$ cat config.mk
export PLATFORM = sky130hd
export DESIGN_NAME = mrmix_ctrl
export DESIGN_NICKNAME = d
export VERILOG_FILES = /design/src/rtl/mrmix_pkg.sv /design/src/rtl/mrmix_ctrl.sv
export SDC_FILE = /design/constraint.sdc
export NUM_CORES = 1
export LEC_CHECK = 0
export BUFFER_PORTS_ARGS = -buffer_cell sky130_fd_sc_hd__buf_2
export CAP_MARGIN = 15
export CORE_AREA = 2 2 51 53
export DETAILED_ROUTE_END_ITERATION = 12
export DIE_AREA = 0 0 53 55
export GPL_TIMING_DRIVEN = 0
export PLACE_DENSITY = 0.73
export SETUP_SLACK_MARGIN = 0.02
export SLEW_MARGIN = 15
export SYNTH_ARGS = -nofsm -noshare
export SYNTH_HDL_FRONTEND = slang
export SYNTH_SLANG_ARGS = --single-unit
$ cat constraint.sdc
create_clock -name i_clk -period 1.5 [get_ports i_clk]
set_input_delay 0.225 -clock i_clk [delete_from_list [all_inputs] [get_ports i_clk]]
set_output_delay 0.225 -clock i_clk [all_outputs]
set_load 0.05 [all_outputs]
$ cat src/rtl/mrmix_pkg.sv
// ----------------------------------------------------------------------------
// mrmix_pkg
// Shared constants and controller-to-datapath command type for the mixer.
// ----------------------------------------------------------------------------
package mrmix_pkg;

    localparam int MOTORS    = 4;
    localparam int AXES      = 6;
    localparam int TBL_DEPTH = MOTORS * AXES;
    localparam int TBL_AW    = 5;
    localparam int MOTOR_W   = $clog2(MOTORS);
    localparam int CNT_W     = 3;
    localparam int SQRT_CYC  = 8;

    // axis codes
    localparam logic [2:0] AX_ROLL  = 3'd3;
    localparam logic [2:0] AX_PITCH = 3'd4;
    localparam logic [2:0] AX_YAW   = 3'd5;

    // configuration register indexes and reset values
    localparam logic [1:0] CFG_RECIP = 2'd0;
    localparam logic [1:0] CFG_LIMIT = 2'd1;
    localparam logic [1:0] CFG_ATT   = 2'd2;
    localparam logic [1:0] CFG_YAW   = 2'd3;

    localparam logic [30:0] RST_RECIP = 31'd6553600;
    localparam logic [15:0] RST_LIMIT = 16'd19661;
    localparam logic [30:0] RST_ATT   = 31'd65536;
    localparam logic [30:0] RST_YAW   = 31'd65536;

    // shared multiplier operand select
    typedef enum logic [2:0] {
        MUL_NONE,
        MUL_ATT,
        MUL_YAW,
        MUL_MAC,
        MUL_THR
    } t_mul_sel;

    typedef struct packed {
        logic               load_u;
        logic               mem_we;
        logic               mem_re;
        logic [TBL_AW-1:0]  mem_addr;
        t_mul_sel           mul_sel;
        logic [2:0]         axis;
        logic               w_en;
        logic [2:0]         w_axis;
        logic               acc_clr;
        logic               acc_en;
        logic               sq_start;
        logic               sq_step;
        logic               res_en;
        logic [MOTOR_W-1:0] motor;
        logic               out_load;
    } t_cmd;

endpackage

$ cat src/rtl/mrmix_ctrl.sv
// ----------------------------------------------------------------------------
// mrmix_ctrl
// Sequencer: table load, weighting, per-motor MAC, thrust scaling, square root, result, output.
// ----------------------------------------------------------------------------
module mrmix_ctrl
    import mrmix_pkg::*;
(
    input  logic              i_clk,
    input  logic              i_rst_n,
    input  logic              i_valid,
    input  logic              i_action,
    input  logic [4:0]        i_coef_index,
    input  logic              i_stall,
    output logic              o_stall,
    output logic              o_valid,
    output t_cmd              o_cmd
);

    typedef enum logic [2:0] {
        S_IDLE,
        S_WEIGH,
        S_MAC,
        S_TMUL,
        S_TCHK,
        S_SQRT,
        S_RES,
        S_DONE
    } t_state;

    t_state             r_state, n_state;
    logic [CNT_W-1:0]   r_cnt, n_cnt;
    logic [MOTOR_W-1:0] r_motor, n_motor;
    logic               r_valid, n_valid;
    logic               accept;
    logic               out_free;

    assign accept   = (r_state == S_IDLE) && i_valid;
    assign out_free = !r_valid || !i_stall;
    assign o_stall  = (r_state != S_IDLE);
    assign o_valid  = r_valid;

    // command decode and next state
    always_comb begin
        o_cmd    = '0;
        n_state  = r_state;
        n_cnt    = r_cnt;
        n_motor  = r_motor;
        n_valid  = r_valid && i_stall;
        o_cmd.mul_sel  = MUL_NONE;
        o_cmd.motor    = r_motor;
        o_cmd.mem_addr = TBL_AW'(r_motor) * TBL_AW'(AXES) + TBL_AW'(r_cnt);
        unique case (r_state)
            S_IDLE: begin
                if (accept && !i_action) begin
                    o_cmd.mem_we = (i_coef_index < TBL_AW'(TBL_DEPTH));
                end
                if (accept && i_action) begin
                    o_cmd.load_u = 1'b1;
                    n_state = S_WEIGH;
                    n_cnt   = '0;
                end
            end
            // roll, pitch, yaw by attitude weight, then yaw by yaw weight
            S_WEIGH: begin
                case (r_cnt)
                    3'd0: begin
                        o_cmd.mul_sel = MUL_ATT;
                        o_cmd.axis    = AX_ROLL;
                    end
                    3'd1: begin
                        o_cmd.w_en    = 1'b1;
                        o_cmd.w_axis  = AX_ROLL;
                        o_cmd.mul_sel = MUL_ATT;
                        o_cmd.axis    = AX_PITCH;
                    end
                    3'd2: begin
                        o_cmd.w_en    = 1'b1;
                        o_cmd.w_axis  = AX_PITCH;
                        o_cmd.mul_sel = MUL_ATT;
                        o_cmd.axis    = AX_YAW;
                    end
                    3'd3: begin
                        o_cmd.w_en   = 1'b1;
                        o_cmd.w_axis = AX_YAW;
                    end
                    3'd4: begin
                        o_cmd.mul_sel = MUL_YAW;
                        o_cmd.axis    = AX_YAW;
                    end
                    default: begin
                        o_cmd.w_en   = 1'b1;
                        o_cmd.w_axis = AX_YAW;
                    end
                endcase
                n_cnt = r_cnt + 1'b1;
                if (r_cnt == 3'd5) begin
                    n_state = S_MAC;
                    n_cnt   = '0;
                    n_motor = '0;
                end
            end
            // read, multiply, accumulate overlapped over the six table entries of the motor
            S_MAC: begin
                o_cmd.acc_clr = (r_cnt == 3'd0);
                o_cmd.mem_re  = (r_cnt < 3'(AXES));
                if (r_cnt >= 3'd1 && r_cnt <= 3'(AXES)) begin
                    o_cmd.mul_sel = MUL_MAC;
                end
                o_cmd.axis   = r_cnt - 1'b1;
                o_cmd.acc_en = (r_cnt >= 3'd2);
                n_cnt = r_cnt + 1'b1;
                if (r_cnt == 3'd7) begin
                    n_state = S_TMUL;
                end
            end
            S_TMUL: begin
                o_cmd.mul_sel = MUL_THR;
                n_state = S_TCHK;
            end
            S_TCHK: begin
                o_cmd.sq_start = 1'b1;
                n_cnt   = '0;
                n_state = S_SQRT;
            end
            S_SQRT: begin
                o_cmd.sq_step = 1'b1;
                n_cnt = r_cnt + 1'b1;
                if (r_cnt == 3'(SQRT_CYC - 1)) begin
                    n_state = S_RES;
                end
            end
            S_RES: begin
                o_cmd.res_en = 1'b1;
                n_cnt = '0;
                if (r_motor == MOTOR_W'(MOTORS - 1)) begin
                    n_state = S_DONE;
                end else begin
                    n_motor = r_motor + 1'b1;
                    n_state = S_MAC;
                end
            end
            S_DONE: begin
                if (out_free) begin
                    o_cmd.out_load = 1'b1;
                    n_valid = 1'b1;
                    n_state = S_IDLE;
                end
            end
            default: n_state = S_IDLE;
        endcase
    end

    // state and registered output valid
    always_ff @(posedge i_clk) begin
        if (!i_rst_n) begin
            r_state <= S_IDLE;
            r_cnt   <= '0;
            r_motor <= '0;
            r_valid <= 1'b0;
        end else begin
            r_state <= n_state;
            r_cnt   <= n_cnt;
            r_motor <= n_motor;
            r_valid <= n_valid;
        end
    end

endmodule

==> impl_metrics.csv, run 1 <==
group,metric,value,unit
status,status,"did not finish",
status,stop_stage,"global routing",
status,toolErrorMsg,"[ERROR DPL-0038] Utilization greater than 100%, impossible to legalize",
die,num_io_pins,38,
place,place_inst,196,
logic_synthesis,synth_cells,132,
logic_synthesis,synth_top_cells_by_area,"ha_1 (19%), dfxtp_1 (18%), nand2_1 (5.3%)",
place,pre_cts_ws,-0.318,ns
global_route,grt_max_degree,11,
cts,cts_root_buf,"clkbuf_4",
logic_synthesis,netlist_top_cells_count,"ha_1 (15), nand2_1 (14), inv_1 (12), nor2_1 (12)",
cts,cts_buffers,3,
cts,cts_sinks,9,
logic_synthesis,yosysSeqAreaShare,0.183,
sta,worst_endpoint_kind,"primary output",
logic_synthesis,synth_edf_count,0,
place,dp_hpwl,2.00,mm
place,place_congestion,0.791,
logic_synthesis,netlist.area_leader.share,0.191,
logic_synthesis,yosys.cell_count.top_type,"ha_1",
logic_synthesis,yosys.area.top_type,"ha_1",
cts,ctsLongestPathBuffers,2,
logic_synthesis,ys_ff_latch,9,
logic_synthesis,synthArstFlopShare,0,
die,die_y,55,um
sta,crit_endpoint,"o_cmd[22]",
logic_synthesis,synth-main-ff-cell,"dfxtp_1",
place,io_buffers,34,
die,num_rows,18,
cts,htree_levels,1,
logic_synthesis,yosysWarnings,0,
cts,cts_hold_buf,0,
logic_synthesis,synth_nets,158,
logic_synthesis,yosysUniqueCellTypes,33,
logic_synthesis,avgSynthCellArea,7.46,um2
die,die_w,53,um
die,initial_core_util,0.416,
logic_synthesis,syn_area,985,um2
## metrics by stage
| step | util | hold WS [ns] | area, um2 |
|---|---|---|---|
| CTS | 0.872 | 0.217 | 2060 |
| global placement | 0.628 | 0.499 | 1480 |
| detailed placement | 0.628 | 0.505 | 1480 |
| floorplan | - | 0.370 | 1280 |
## repair_timing
action | CTS
setup buffers | 24
gates cloned | 1
pin swaps | 17
gates resized for setup | 98
endpoints found under the setup margin | 29
## kinds of logic after synthesis
group,after synthesis,synth area share
XOR/XNOR,2,0.0178
multiplexers,5,0.0508
adder cells (fa/ha/maj),16,0.211
AO/OA/AOI/OAI,34,0.222
flip-flops,9,0.183
buffers and inverters,17,0.0750
AND/OR/NAND/NOR,49,0.240
==> run 2: changes to the inputs <==
--- a/config.mk
+++ b/config.mk
@@ -7,12 +7,11 @@
 export LEC_CHECK = 0
 export BUFFER_PORTS_ARGS = -buffer_cell sky130_fd_sc_hd__buf_2
 export CAP_MARGIN = 15
-export CORE_AREA = 2 2 51 53
+export CORE_AREA = 2 2 63 65
 export DETAILED_ROUTE_END_ITERATION = 12
-export DIE_AREA = 0 0 53 55
+export DIE_AREA = 0 0 65 67
 export GPL_TIMING_DRIVEN = 0
-export PLACE_DENSITY = 0.73
-export SETUP_SLACK_MARGIN = 0.02
+export PLACE_DENSITY_LB_ADDON = 0.15
 export SLEW_MARGIN = 15
 export SYNTH_ARGS = -nofsm -noshare
 export SYNTH_HDL_FRONTEND = slang
==> constraint.sdc (replaced) <==
create_clock -name i_clk -period 2 [get_ports i_clk]
set_input_delay 0.3 -clock i_clk [delete_from_list [all_inputs] [get_ports i_clk]]
set_output_delay 0.3 -clock i_clk [all_outputs]
set_load 0.05 [all_outputs]
==> impl_metrics.csv, run 2 <==
group,metric,value,unit
critical_path,required,1.70,ns
critical_path,cp_num_buf_inv,3,
power,power_frac_seq,0.148,
layout,area_growth,51.3,%
drt,top_layer,"met4",
cts,clk_pin_slew,0.05,ns
critical_path,critPathSlowestCell,"dfxtp_4",
logic_synthesis,yosysSeqAreaShare,0.183,
logic_synthesis,synth_cells,132,
layout,design_area,0.00149,mm2
sta,period_needed,1.99,ns
power,peakVddDrop,0.519,mV
status,status,"complete, no violations",
die,initial_core_util,0.273,
critical_path,startpoint,"r_motor[0]$_SDFFE_PN0P_",
sta,max_freq,504,MHz
cts,cts_hold_buf,0,
drt,route.met2.wl,1.33,mm
critical_path,cp_max_fo,2,
drt,routed_wl,2.77,mm
drt,vias,1040,
logic_synthesis,netlist.area_leader.share,0.191,
logic_synthesis,yosysUniqueCellTypes,33,
cts,cts_tree,"built",
die,die_y,67,um
logic_synthesis,synth-main-ff-cell,"dfxtp_1",
global_route,grt_pass1_vias,1010,
global_route,grt-ovfl-total,0,
logic_synthesis,syn_area,985,um2
logic_synthesis,synth_edf_count,0,
die,die_w,65,um
logic_synthesis,synth_nets,158,
place,pre_cts_ws,-0.0460,ns
die,die_area,0.00436,mm2
critical_path,critPathLaunchType,"flip-flop",
layout,final_cell_mix,"buf_2 (28), nand2_1 (13), nor2_1 (12)",
logic_synthesis,yosys.cell_count.top_type,"ha_1",
sta,hold_viol_final,0,
layout,reg.largest.list,"r_cnt (3), r_state (3), r_motor (2)",
logic_synthesis,ys_ff_latch,9,
critical_path,worst-setup-path-type,"reg -> out",
logic_synthesis,synthArstFlopShare,0,
power,p_per_area,1320,mW/mm2
drt,dr.first_iter.drc_count,39,
power,power.leakage,0.701,nW
logic_synthesis,yosys.area.top_type,"ha_1",
critical_path,critPathCaptureType,"primary output",
sta,fin_crit_sh,0.993,
global_route,grt_max_degree,11,
critical_path,crit_end,"o_cmd[22]",
die,num_io_pins,38,
cts,clkLatencyLatePin,0.24,ns
global_route,grt_pass1_wl,4.73,mm
sta,setup_slack,0.0144,ns
logic_synthesis,synth_top_cells_by_area,"ha_1 (19%), dfxtp_1 (18%), nand2_1 (5.3%)",
sta,rsz0062_at_grt,"true",
logic_synthesis,netlist_top_cells_count,"ha_1 (15), nand2_1 (14), inv_1 (12), nor2_1 (12)",
sta,fin_skew,0.00434,ns
power,p_sw,1.15,mW
critical_path,critical_path_arrival,1.69,ns
die,core,0.00361,mm2
layout,n_antenna_cell,0,
sta,slew_viol_final,0,
cts,cts_sinks,9,
critical_path,crit_path_max_incr_delay,0.35,ns
sta,slew_headroom,0.711,
drt,via_per_inst,4.75,
cts,cts_buffers,3,
critical_path,rr_endpoint,"r_state[0]$_SDFFE_PN0P_",
power,finalPower,1.97,mW
global_route,antenna_found_initial,0,
drt,wl_met1,1.29,mm
cts,cts_root_buf,"clkbuf_8",
layout,fill_cells,366,
flow_run,drv_cap,0,
place,dp_hpwl,2.08,mm
critical_path,r2r_slack,0.20,ns
cts,htree_levels,1,
critical_path,cp.depth,8,
cts,ctsLongestPathBuffers,2,
layout,utilization,0.413,
layout,final_common_cell,"buf_2",
power,pwr-share-clk,0.110,
critical_path,crit_chain,"inv_4, ha_4, inv_4, ha_4, a21o_1, nand2_2, xnor2_4, buf_6",
min_path,holdCritPathClass,"in -> reg",
drt,drc,0,
layout,num-nets-final,198,
place,io_buffers,34,
place,place_congestion,0.756,
drt,ant_nets,0,
layout,final_layout_size_suffix_gt1_frac,0.439,
place,dpl-instance-area,0.00127,mm2
critical_path,critical-path-top-delay-family,"adder cells",
drt,dr.pass1.iters,4,
die,num_rows,22,
power,share_comb_of_total_power,0.742,
power,netSwitchingFraction,0.583,
critical_path,reg2reg_from,"r_state[0]$_SDFFE_PN0P_",
drt,wl_per_cell,12.7,um
logic_synthesis,avgSynthCellArea,7.46,um2
sta,tightest_slew,0.434,ns
sta,setup_viol,0,
logic_synthesis,yosysWarnings,0,
global_route,grt_usage,0.140,
critical_path,reg2reg_depth,7,
power,cellInternalPower,0.823,mW
drt,route.met3.wl,105,um
==> run 2: cell counts after synthesis <==
Identical to the previous run, type by type.
==> run 2: cells by family after synthesis <==
kind of cell    after synthesis  synth area share
flops                         9             0.183
buf+inv                      17            0.0750
compound gates               34             0.222
xor+xnor                      2            0.0178
fa+ha+maj                    16             0.211
mux                           5            0.0508
simple gates                 49             0.240
==> run 2: repair_timing <==
| item | in CTS | in global routing |
|---|---|---|
| resized for setup | 28 | 19 |
| pin swaps | 4 | 5 |
| buffers inserted | 1 | 0 |
| setup endpoints to repair | 11 | 10 |
==> run 2: tightest hold or removal path, cell delays in order <==
cell	delay [ns]
buf_2	0.11
nand2_1	0.05
a21boi_0	0.06
==> run 2: power groups by stage <==
stage	Combinational, mW	Clock [mW]	Sequential [mW]
floorplan	1.06	0	0.257
global placement	1.30	0	0.273
detailed placement	1.32	0	0.274
CTS	1.40	0.227	0.276
global route	1.58	0.237	0.300
finish	1.46	0.217	0.293
==> run 2: metal layers <==
metal  vias up  GRT usage
met5         -          0
met4         0     0.0638
met3         5     0.0152
met2        27      0.242
met1       471      0.173
li1        537          -
==> run 2: final cells by class <==
| class | count | area, um2 | share of cell area |
|---|---|---|---|
| inverter | 12 | 53.8 | 0.0361 |
| sequential | 9 | 191 | 0.128 |
| multi-input combinational | 106 | 895 | 0.600 |
| tap | 48 | 60.1 | 0.0403 |
| timing repair buffer | 35 | 210 | 0.141 |
| buffer | 5 | 35.0 | 0.0235 |
| clock buffer | 4 | 45.0 | 0.0302 |
==> run 2: worst min-delay path by stage <==
stage,depth (start not counted),end,startpoint,slack (ns)
6_report,3,o_valid$_SDFF_PN0_,i_stall,0.34
2_1_floorplan,2,o_valid$_SDFF_PN0_,i_stall,0.44
5_1_grt,3,o_valid$_SDFF_PN0_,i_stall,0.38
3_5_place_dp,2,o_valid$_SDFF_PN0_,o_valid$_SDFF_PN0_,0.50
3_3_place_gp,2,o_valid$_SDFF_PN0_,o_valid$_SDFF_PN0_,0.49
4_1_cts,3,o_valid$_SDFF_PN0_,i_stall,0.34
==> run 2: through the flow <==
step,std cells,TNS (ns),hold slack [ns]
final,219,0,0.342
after detailed placement,214,-0.0460,0.500
after global routing,219,-0.0756,0.384
after global placement,214,-0.0269,0.486
after CTS,219,-0.0162,0.341
after floorplan,132,0,0.445
Power figures use the tool's default switching activity.
